## config.mk

```make
export PLATFORM = sky130hd
export DESIGN_NAME = dhcp_message_classifier
export DESIGN_NICKNAME = d
export VERILOG_FILES = /design/src/hdl/dmc_pkg.sv /design/src/hdl/dmc_frame_parser.sv /design/src/hdl/dhcp_message_classifier.sv
export SDC_FILE = /design/constraint.sdc
export NUM_CORES = 1
export LEC_CHECK = 0
export ABC_CLOCK_PERIOD_IN_PS = 2500
export BUFFER_PORTS_ARGS = -buffer_cell sky130_fd_sc_hd__buf_2
export CORE_UTILIZATION = 32
export DETAILED_ROUTE_END_ITERATION = 10
export PLACE_DENSITY_LB_ADDON = 0.15
export SYNTH_ARGS = -nofsm -noshare
export SYNTH_HDL_FRONTEND = slang
export SYNTH_HIERARCHICAL = 1
export SYNTH_SLANG_ARGS = --single-unit
export TNS_END_PERCENT = 5
```

## constraint.sdc

```tcl
create_clock -name i_clk -period 2.5 [get_ports i_clk]
set_input_delay 0.5 -clock i_clk [delete_from_list [all_inputs] [get_ports i_clk]]
set_output_delay 0.5 -clock i_clk [all_outputs]
set_load 0.05 [all_outputs]
```

## src/hdl/dmc_pkg.sv

```systemverilog
package dmc_pkg;

    localparam int unsigned PORT_W      = 16;
    localparam int unsigned CFG_INDEX_W = 1;

    localparam logic [CFG_INDEX_W-1:0] CFG_CLIENT_PORT = 1'd0;
    localparam logic [CFG_INDEX_W-1:0] CFG_SERVER_PORT = 1'd1;

    localparam logic [PORT_W-1:0] CLIENT_PORT_RESET = 16'd68;
    localparam logic [PORT_W-1:0] SERVER_PORT_RESET = 16'd67;

    // fixed header offsets and values
    localparam int unsigned OFF_ETHERTYPE_HI = 12;
    localparam int unsigned OFF_ETHERTYPE_LO = 13;
    localparam int unsigned OFF_IP_PROTO     = 23;
    localparam int unsigned OFF_SRC_PORT_HI  = 34;
    localparam int unsigned OFF_SRC_PORT_LO  = 35;
    localparam int unsigned OFF_DST_PORT_HI  = 36;
    localparam int unsigned OFF_DST_PORT_LO  = 37;
    localparam int unsigned OFF_BOOTP_OP     = 42;
    localparam int unsigned OFF_OPTIONS      = 240;

    localparam logic [7:0] ETHERTYPE_HI = 8'h08;
    localparam logic [7:0] ETHERTYPE_LO = 8'h00;
    localparam logic [7:0] IP_PROTO_UDP = 8'h11;
    localparam logic [7:0] BOOTP_OP_REQ = 8'h01;

    localparam logic [7:0] OPT_PAD      = 8'h00;
    localparam logic [7:0] OPT_END      = 8'hff;
    localparam logic [7:0] OPT_MSG_TYPE = 8'd53;
    localparam logic [7:0] MSG_DISCOVER = 8'h01;
    localparam logic [7:0] MSG_REQUEST  = 8'h03;

    typedef enum logic [1:0] {
        PH_TYPE,
        PH_LEN,
        PH_DATA
    } t_opt_phase;

    typedef struct packed {
        logic header_ok;
        logic discover;
        logic request;
    } t_frame_result;

endpackage

```

## src/hdl/dmc_frame_parser.sv

```systemverilog
module dmc_frame_parser #(
    parameter int unsigned MAX_FRAME_BYTES = 2048
) (
    input  logic                        i_clk,
    input  logic                        i_rst_n,
    input  logic                        i_step,
    input  logic [7:0]                  i_data_byte,
    input  logic                        i_last_byte,
    input  logic [dmc_pkg::PORT_W-1:0]  i_client_port,
    input  logic [dmc_pkg::PORT_W-1:0]  i_server_port,
    output dmc_pkg::t_frame_result      o_result
);

    localparam int unsigned IDX_W = $clog2(MAX_FRAME_BYTES + 1);
    localparam logic [IDX_W-1:0] IDX_MAX = IDX_W'(MAX_FRAME_BYTES);

    logic [IDX_W-1:0]    r_byte_index, n_byte_index;
    logic                r_header_match, n_header_match;
    dmc_pkg::t_opt_phase r_phase, n_phase;
    logic                r_is_type, n_is_type;
    logic                r_len_one, n_len_one;
    logic [7:0]          r_bytes_left, n_bytes_left;
    logic                r_ended, n_ended;
    logic                r_saw_discover, n_saw_discover;
    logic                r_saw_request, n_saw_request;

    logic                chk_en;
    logic [7:0]          chk_want;
    logic                in_options;

    always_comb begin
        chk_en   = 1'b1;
        chk_want = dmc_pkg::ETHERTYPE_HI;
        unique case (r_byte_index)
            IDX_W'(dmc_pkg::OFF_ETHERTYPE_HI): chk_want = dmc_pkg::ETHERTYPE_HI;
            IDX_W'(dmc_pkg::OFF_ETHERTYPE_LO): chk_want = dmc_pkg::ETHERTYPE_LO;
            IDX_W'(dmc_pkg::OFF_IP_PROTO):     chk_want = dmc_pkg::IP_PROTO_UDP;
            IDX_W'(dmc_pkg::OFF_SRC_PORT_HI):  chk_want = i_client_port[15:8];
            IDX_W'(dmc_pkg::OFF_SRC_PORT_LO):  chk_want = i_client_port[7:0];
            IDX_W'(dmc_pkg::OFF_DST_PORT_HI):  chk_want = i_server_port[15:8];
            IDX_W'(dmc_pkg::OFF_DST_PORT_LO):  chk_want = i_server_port[7:0];
            IDX_W'(dmc_pkg::OFF_BOOTP_OP):     chk_want = dmc_pkg::BOOTP_OP_REQ;
            default:                           chk_en   = 1'b0;
        endcase
    end

    assign in_options = (r_byte_index >= IDX_W'(dmc_pkg::OFF_OPTIONS))
                     && (r_byte_index < IDX_MAX) && !r_ended;

    always_comb begin
        n_byte_index   = (r_byte_index < IDX_MAX) ? r_byte_index + 1'b1 : r_byte_index;
        n_header_match = r_header_match & ~(chk_en & (i_data_byte != chk_want));
        n_phase        = r_phase;
        n_is_type      = r_is_type;
        n_len_one      = r_len_one;
        n_bytes_left   = r_bytes_left;
        n_ended        = r_ended;
        n_saw_discover = r_saw_discover;
        n_saw_request  = r_saw_request;

        if (in_options) begin
            unique case (r_phase)
                dmc_pkg::PH_TYPE: begin
                    if (i_data_byte == dmc_pkg::OPT_END) begin
                        n_ended = 1'b1;
                    end else if (i_data_byte != dmc_pkg::OPT_PAD) begin
                        n_is_type = (i_data_byte == dmc_pkg::OPT_MSG_TYPE);
                        n_phase   = dmc_pkg::PH_LEN;
                    end
                end
                dmc_pkg::PH_LEN: begin
                    n_len_one    = (i_data_byte == 8'd1);
                    n_bytes_left = i_data_byte;
                    n_phase      = (i_data_byte == 8'd0) ? dmc_pkg::PH_TYPE
                                                         : dmc_pkg::PH_DATA;
                end
                dmc_pkg::PH_DATA: begin
                    if (r_is_type && r_len_one) begin
                        if (i_data_byte == dmc_pkg::MSG_DISCOVER) begin
                            n_saw_discover = 1'b1;
                        end
                        if (i_data_byte == dmc_pkg::MSG_REQUEST) begin
                            n_saw_request = 1'b1;
                        end
                    end
                    n_bytes_left = r_bytes_left - 8'd1;
                    if (r_bytes_left == 8'd1) begin
                        n_phase = dmc_pkg::PH_TYPE;
                    end
                end
                default: n_phase = dmc_pkg::PH_TYPE;
            endcase
        end

        o_result.header_ok = n_header_match
                          && (r_byte_index >= IDX_W'(dmc_pkg::OFF_OPTIONS - 1));
        o_result.discover  = o_result.header_ok && n_saw_discover;
        o_result.request   = o_result.header_ok && n_saw_request;
    end

    always_ff @(posedge i_clk) begin
        if (!i_rst_n || (i_step && i_last_byte)) begin
            r_byte_index   <= '0;
            r_header_match <= 1'b1;
            r_phase        <= dmc_pkg::PH_TYPE;
            r_is_type      <= 1'b0;
            r_len_one      <= 1'b0;
            r_bytes_left   <= 8'd0;
            r_ended        <= 1'b0;
            r_saw_discover <= 1'b0;
            r_saw_request  <= 1'b0;
        end else if (i_step) begin
            r_byte_index   <= n_byte_index;
            r_header_match <= n_header_match;
            r_phase        <= n_phase;
            r_is_type      <= n_is_type;
            r_len_one      <= n_len_one;
            r_bytes_left   <= n_bytes_left;
            r_ended        <= n_ended;
            r_saw_discover <= n_saw_discover;
            r_saw_request  <= n_saw_request;
        end
    end

endmodule

```

## src/hdl/dhcp_message_classifier.sv

```systemverilog
// DHCP client message classifier. Takes an Ethernet frame one item (byte) per
// cycle from the destination MAC on, and after the byte marked last gives one
// result: whether the frame is a DHCP client message (at least 240 bytes,
// IPv4/UDP from client_port to server_port, BOOTP op 1) and whether option 53
// marks it as a Discover or a Request. One byte is accepted every cycle unless
// the input stalls; the result appears as the last byte moves from the input
// register into the result register. Input stalls only while a finished
// result is held by a stalled output and the buffered byte is itself a last
// byte. Port registers should only be written between frames.
module dhcp_message_classifier #(
    parameter int unsigned MAX_FRAME_BYTES = 2048
) (
    input  logic                                i_clk,
    input  logic                                i_rst_n,
    input  logic                                i_in_valid,
    output logic                                o_in_stall,
    input  logic [7:0]                          i_data_byte,
    input  logic                                i_last_byte,
    output logic                                o_out_valid,
    input  logic                                i_out_stall,
    output logic                                o_client_header_ok,
    output logic                                o_is_discover,
    output logic                                o_is_request,
    input  logic                                i_cfg_wr_en,
    input  logic [dmc_pkg::CFG_INDEX_W-1:0]     i_cfg_index,
    input  logic [dmc_pkg::PORT_W-1:0]          i_cfg_data
);

    logic [dmc_pkg::PORT_W-1:0] r_client_port;
    logic [dmc_pkg::PORT_W-1:0] r_server_port;

    logic       r_in_valid, n_in_valid;
    logic [7:0] r_in_byte;
    logic       r_in_last;
    logic       r_out_valid;
    dmc_pkg::t_frame_result r_out, parse_result;

    logic in_accept, out_free, advance;

    always_ff @(posedge i_clk) begin
        if (!i_rst_n) begin
            r_client_port <= dmc_pkg::CLIENT_PORT_RESET;
            r_server_port <= dmc_pkg::SERVER_PORT_RESET;
        end else if (i_cfg_wr_en) begin
            unique case (i_cfg_index)
                dmc_pkg::CFG_CLIENT_PORT: r_client_port <= i_cfg_data;
                dmc_pkg::CFG_SERVER_PORT: r_server_port <= i_cfg_data;
                default: ;
            endcase
        end
    end

    assign out_free   = !r_out_valid || !i_out_stall;
    assign advance    = r_in_valid && (!r_in_last || out_free);
    assign o_in_stall = r_in_valid && !advance;
    assign in_accept  = i_in_valid && !o_in_stall;

    always_comb begin
        n_in_valid = r_in_valid;
        if (in_accept) begin
            n_in_valid = 1'b1;
        end else if (advance) begin
            n_in_valid = 1'b0;
        end
    end

    always_ff @(posedge i_clk) begin
        if (!i_rst_n) begin
            r_in_valid <= 1'b0;
        end else begin
            r_in_valid <= n_in_valid;
        end
    end

    always_ff @(posedge i_clk) begin
        if (in_accept) begin
            r_in_byte <= i_data_byte;
            r_in_last <= i_last_byte;
        end
    end

    dmc_frame_parser #(
        .MAX_FRAME_BYTES (MAX_FRAME_BYTES)
    ) u_parser (
        .i_clk         (i_clk),
        .i_rst_n       (i_rst_n),
        .i_step        (advance),
        .i_data_byte   (r_in_byte),
        .i_last_byte   (r_in_last),
        .i_client_port (r_client_port),
        .i_server_port (r_server_port),
        .o_result      (parse_result)
    );

    always_ff @(posedge i_clk) begin
        if (!i_rst_n) begin
            r_out_valid <= 1'b0;
        end else if (advance && r_in_last) begin
            r_out_valid <= 1'b1;
        end else if (!i_out_stall) begin
            r_out_valid <= 1'b0;
        end
    end

    always_ff @(posedge i_clk) begin
        if (advance && r_in_last) begin
            r_out <= parse_result;
        end
    end

    assign o_out_valid        = r_out_valid;
    assign o_client_header_ok = r_out.header_ok;
    assign o_is_discover      = r_out.discover;
    assign o_is_request       = r_out.request;

endmodule

```

==> flow_summary.ini, run 1 <==
[outcome]
status = complete, no violations

[drt]
routed_wl_um = 9490
drc = 0
avgViaCountPerCell = 5.14
drt_iter0_markers = 182
first_pass_iters = 5
vias = 3206
wl_per_cell_um = 15.2
ant_nets = 0

[synthesis]
netlist_instances = 438
synthTopCellsByArea = dfxtp_1 (33%), edfxtp_1 (9.5%), nand2_1 (8.8%)
synthMostInstantiatedCell = nand2_1
synthFlopType = dfxtp_1
synthTopCellsByCount = nand2_1 (89), dfxtp_1 (62), nor2_1 (35)
synth_top_area_cell = dfxtp_1
mappedNetlistArea_um2 = 3790
synth_nets = 478
ys_async_sr_fraction = 0
ys_types = 59
synth_seq_cells = 74
synth_top_area_share = 0.328
ys_seq_area_frac = 0.423
avgSynthCellArea_um2 = 8.64
synth-edff-count = 12
yosysWarnings = 6

[cts]
postCtsHoldBufs = 0
cts_tree = done
htreeDepth = 3
clk_pin_slew_worst_paths_ps = 60
root_buffer = clkbuf_16
insertion_delay_ps = 330
clkSinkCount = 74
cts-resized-gates = 0
ctsLongestPathBuffers = 2
numCtsBuffers = 9
post-cts-setup-buffer-count = 0

[global_routing]
grt_start_max_net_pins = 35
grt.total_usage = 0.163
overflow = 0
grt_pass1_wl_um = 16000
antenna_found_initial = 0
grt_pass1_vias = 3146

[power_and_ir_drop]
switching_power_w = 0.000636
combPwrFrac = 0.066
ir_drop_v = 0.000247
p_sw_frac = 0.223
p_leak_nw = 1.70
pwr-share-seq = 0.450
cell_internal_pwr_w = 0.00221
total_power_w = 0.00285
p_per_area_nw_per_um2 = 634
clockPowerShare = 0.484

[timing]
fmax_mhz = 428
worst_slew_pin_slew_ps = 708
clock_skew_ps = 10.3
fin_tns_setup_ps = 0
post-route-period-util = 0.934
final_hold_viol_count = 0
period_needed_ps = 2340
timing.final.ws_setup_ps = 164
relSlewSlack = 0.528
setup_viol = 0
maxSlewViolCount = 0
rsz0062_at_grt = no

[placement]
portBuffers = 35
dp_hpwl_um = 6820
post-place-ws_ps = 140
gp_congestion = 0.773

[die]
core_area_um2 = 11500
die_y_um = 111
die_w_um = 111
start_util = 0.330
ios = 36
dieArea_um2 = 12300
fp-row-count = 39

[cells_and_area]
num_antenna_cells = 0
final_nets = 517
area_growth_pct = 18.6
drive_above_1_share = 0.191
num-fill-cells = 1171

[setup_path]
cp-end-kind = flop
crit_path_cell_trace = or3_1 -> or4_1 -> a2111oi_2 -> and3_1 -> nor2_1 -> nor2_1
crit_path_max_fanout = 4
critPathMostFrequentCell = nor2_1
critPathArrivalTime_ps = 2530
worst_setup_path_start_kind = flop
path_class = reg2reg
cp_slowest_stage_delay_ps = 520
worstPathRequired_ps = 2690
slowest_stage = or4_1

[hold_path]
hold_class = in2reg

[flow_run]
cap_violations = 0
==> final cells by class <==
cell class	count	area, µm²	share of cell area
clock buffer	12	278	0.0619
multi-input combinational	320	1980	0.441
tap	143	179	0.0399
clock inverter	3	43.8	0.00975
sequential	74	1600	0.357
timing repair buffer	57	353	0.0786
inverter	15	56.3	0.0125
==> worst paths after layout <==
path / from / endpoint / slack (ps) / depth (start not counted)
worst max register to register: r_in_byte[3] / o_is_request / 160 / 6
worst min-delay path: i_last_byte / r_in_last / 340 / 1
worst min register to register: r_server_port[7] / r_server_port[7] / 450 / 2
worst max-delay path: r_in_byte[3] / o_is_request / 160 / 6
==> per-stage QoR <==
| step | instances | util | hold WS (ps) | cell area [µm²] |
|---|---|---|---|---|
| 2_1_floorplan | 438 | - | 435 | 3790 |
| 3_3_place_gp | 609 | 0.363 | 450 | 4160 |
| 3_5_place_dp | 609 | 0.363 | 452 | 4160 |
| 4_1_cts | 624 | 0.391 | 333 | 4480 |
| 5_1_grt | 624 | 0.391 | 328 | 4490 |
| 6_report | 624 | 0.391 | 341 | 4490 |
==> worst max-delay path: cells and delay by family, from the launching register on <==
family | cells | cell delay [ps]
and+or+nand+nor | 5 | 1260
AOI/OAI and AO/OA | 1 | 470
DFF | 1 | 460
==> routing by layer <==
layer  track usage  up-vias  routed length, µm
met5             0        -                  0
met4        0.0507        0                 75
met3        0.0377        6                268
met2         0.263       49               4470
met1         0.216     1521               4680
li1              -     1630                  -
==> registers in the layout, summed over array words and instances (netlist names), 2 cells and up <==
signal                 cells
r_client_port             16
r_in_byte                  8
r_server_port             16
u_parser/r_byte_index     12
u_parser/r_phase           2
u_parser/r_bytes_left      8
==> power groups by stage <==
stage          sequential [W]  clock [W]  combinational [W]
3_5_place_dp          0.00131          0           0.000189
3_3_place_gp          0.00131          0           0.000186
2_1_floorplan         0.00130          0           0.000119
4_1_cts               0.00128    0.00141           0.000190
6_report              0.00128    0.00138           0.000188
5_1_grt               0.00128    0.00146           0.000212
==> cell usage in the layout, fill, tap and decap left out, drive strengths merged, types with 3 or more instances in the layout <==
master,n
nand2,89
dfxtp,62
buf,57
nor2,35
a21boi,28
a21oi,18
inv,16
nand3,14
edfxtp,12
clkbuf,12
a22oi,10
xnor2,10
ha,9
a211oi,8
a221oi,8
o21ai,7
a31oi,6
xor2,6
nor3,6
nor2b,5
o22ai,4
nand3b,4
and2,4
nor4,4
a2111oi,4
nand2b,3
o21a,3
nand4,3
or4,3
and3,3
==> cells by family after synthesis <==
kind of cell	share of synthesized area
multiplexers	0.00529
XOR/XNOR	0.0370
AO/OA/AOI/OAI	0.215
flip-flops	0.423
buffers and inverters	0.0558
adder cells (fa/ha/maj)	0.0297
AND/OR/NAND/NOR	0.234
Power figures use the tool's default switching activity.
==> inputs of run 2 (changes only) <==
BUFFER_PORTS_ARGS = -buffer_cell sky130_fd_sc_hd__buf_4   (was -buffer_cell sky130_fd_sc_hd__buf_2)
PLACE_DENSITY = 0.53   (was default)
PLACE_DENSITY_LB_ADDON = default   (was 0.15)
==> flow_summary.ini, run 2 (same netlist as run 1, synthesis figures left out) <==
[outcome]
status = complete, no violations

[hold_path]
min_from = i_data_byte[7]
hold_class = in2reg

[setup_path]
ff2ff_path_depth = 6
worstSetupStartpoint = u_parser/r_byte_index[10]
crit_buf_inv = 0
slowest_stage = or4_1
crit_path_max_fanout = 4
path_delay_family = simple AND/OR/NAND/NOR gates
r2r-start = u_parser/r_byte_index[10]
crit_path_cell_trace = or4_1 -> or3_4 -> a211oi_1 -> xnor2_1 -> o211ai_1 -> o41ai_2
path_depth = 6
cp_slowest_stage_delay_ps = 600
reg2reg_to = u_parser/r_header_match
worstPathRequired_ps = 2740
path_class = reg2reg
cp-end-kind = flop
r2r_setup_slack_ps = 130
endpoint = u_parser/r_header_match
critPathArrivalTime_ps = 2610
worst_setup_path_start_kind = flop

[cells_and_area]
area_growth_pct = 20.4
final_nets = 516
drive_above_1_share = 0.193
largestRegisters = r_client_port x16, r_server_port x16, u_parser/r_byte_index x12
postLayoutCoreUtil = 0.397
num_antenna_cells = 0
final_cell_mix = nand2_1 (89), dfxtp_1 (62), buf_4 (56), nor2_1 (35), a21oi_1 (18)
mostFrequentLayoutCell = nand2_1

[cts]
htreeDepth = 3
insertion_delay_ps = 330
numCtsBuffers = 9
clkSinkCount = 74
clk_pin_slew_worst_paths_ps = 60
cts_tree = done
root_buffer = clkbuf_16
ctsLongestPathBuffers = 2

[drt]
ant_nets = 0
wl_per_cell_um = 15.1
drc = 0
drt_iter0_markers = 152
first_pass_iters = 4
avgViaCountPerCell = 5.13
vias = 3204
routed_wl_um = 9440

[power_and_ir_drop]
switching_power_w = 0.000638
ir_drop_v = 0.000321
cell_internal_pwr_w = 0.00219
pwr-share-seq = 0.452
combPwrFrac = 0.070
p_sw_frac = 0.225
p_leak_nw = 1.71
p_per_area_nw_per_um2 = 622
clockPowerShare = 0.478

[die]
die_w_um = 111
core_area_um2 = 11500
start_util = 0.330
dieArea_um2 = 12300
die_y_um = 111
fp-row-count = 39
ios = 36

[timing]
relSlewSlack = 0.558
clock_skew_ps = 8.25
fin_tns_setup_ps = 0
maxSlewViolCount = 0
period_needed_ps = 2370
rsz0062_at_grt = no
worst_slew_pin_slew_ps = 663
fmax_mhz = 423
final_hold_viol_count = 0
setup_viol = 0
post-route-period-util = 0.947

[placement]
portBuffers = 35
dp_hpwl_um = 6670
gp_congestion = 0.804

[global_routing]
antenna_found_initial = 0
grt.total_usage = 0.158
grt_pass1_wl_um = 15700
grt_start_max_net_pins = 36
grt_pass1_vias = 3099
overflow = 0

[flow_run]
cap_violations = 0
[run 2: cell types whose count changed in the layout (fill, tap and decap cells not counted), sizes merged]
cell	delta
inv	-1
buf	-1
clkbuf	+1
clkinv	+1
[run 2: layout make-up]
class / instances / area (µm²)
Multi-Input combinational cell: 320 / 1980
Timing Repair Buffer: 56 / 420
Tap cell: 143 / 179
Fill cell: 1155 / 6910
Clock buffer: 13 / 270
Clock inverter: 3 / 46.3
Inverter: 15 / 56.3
Sequential cell: 74 / 1600
[run 2: power groups by stage]
stage	Combinational [W]	Sequential [W]	Clock (W)
floorplan	0.000119	0.00130	0
global placement	0.000195	0.00131	0
detailed placement	0.000197	0.00131	0
CTS	0.000198	0.00128	0.00139
global route	0.000219	0.00128	0.00143
finish	0.000197	0.00128	0.00136
[run 2: worst min path at each step]
stage	end	cells after the start
2_1_floorplan	r_server_port[10]	2
3_3_place_gp	r_server_port[4]	2
3_5_place_dp	r_server_port[4]	2
4_1_cts	r_in_byte[0]	1
5_1_grt	r_in_byte[3]	1
6_report	r_in_byte[7]	1
[run 2: repair_timing]
item,CTS,global route
endpoints found under the setup margin,0,1
setup buffers,0,0
resized for setup,0,4
hold buffers,0,0
[run 2: layer usage]
| metal | vias to the layer above | GRT usage | routed length, µm | share of wire |
|---|---|---|---|---|
| met2 | 46 | 0.248 | 4300 | 0.46 |
| met4 | 0 | 0.0640 | 174 | 0.018 |
| met3 | 14 | 0.0334 | 253 | 0.027 |
| met1 | 1527 | 0.212 | 4710 | 0.50 |
| met5 | - | 0 | 0 | 0 |
| li1 | 1617 | - | - | - |
[run 2: metrics by stage]
stage               hold WS [ps]  total power (W)  instance area (µm²)  setup WS, ps  std cells
global route                 334          0.00294                 4560          32.9        624
finish                       344          0.00283                 4560           133        624
CTS                          332          0.00287                 4550          69.6        624
floorplan                    435          0.00141                 3790           158        438
detailed placement           448          0.00150                 4230           104        608
global placement             446          0.00150                 4230           197        608
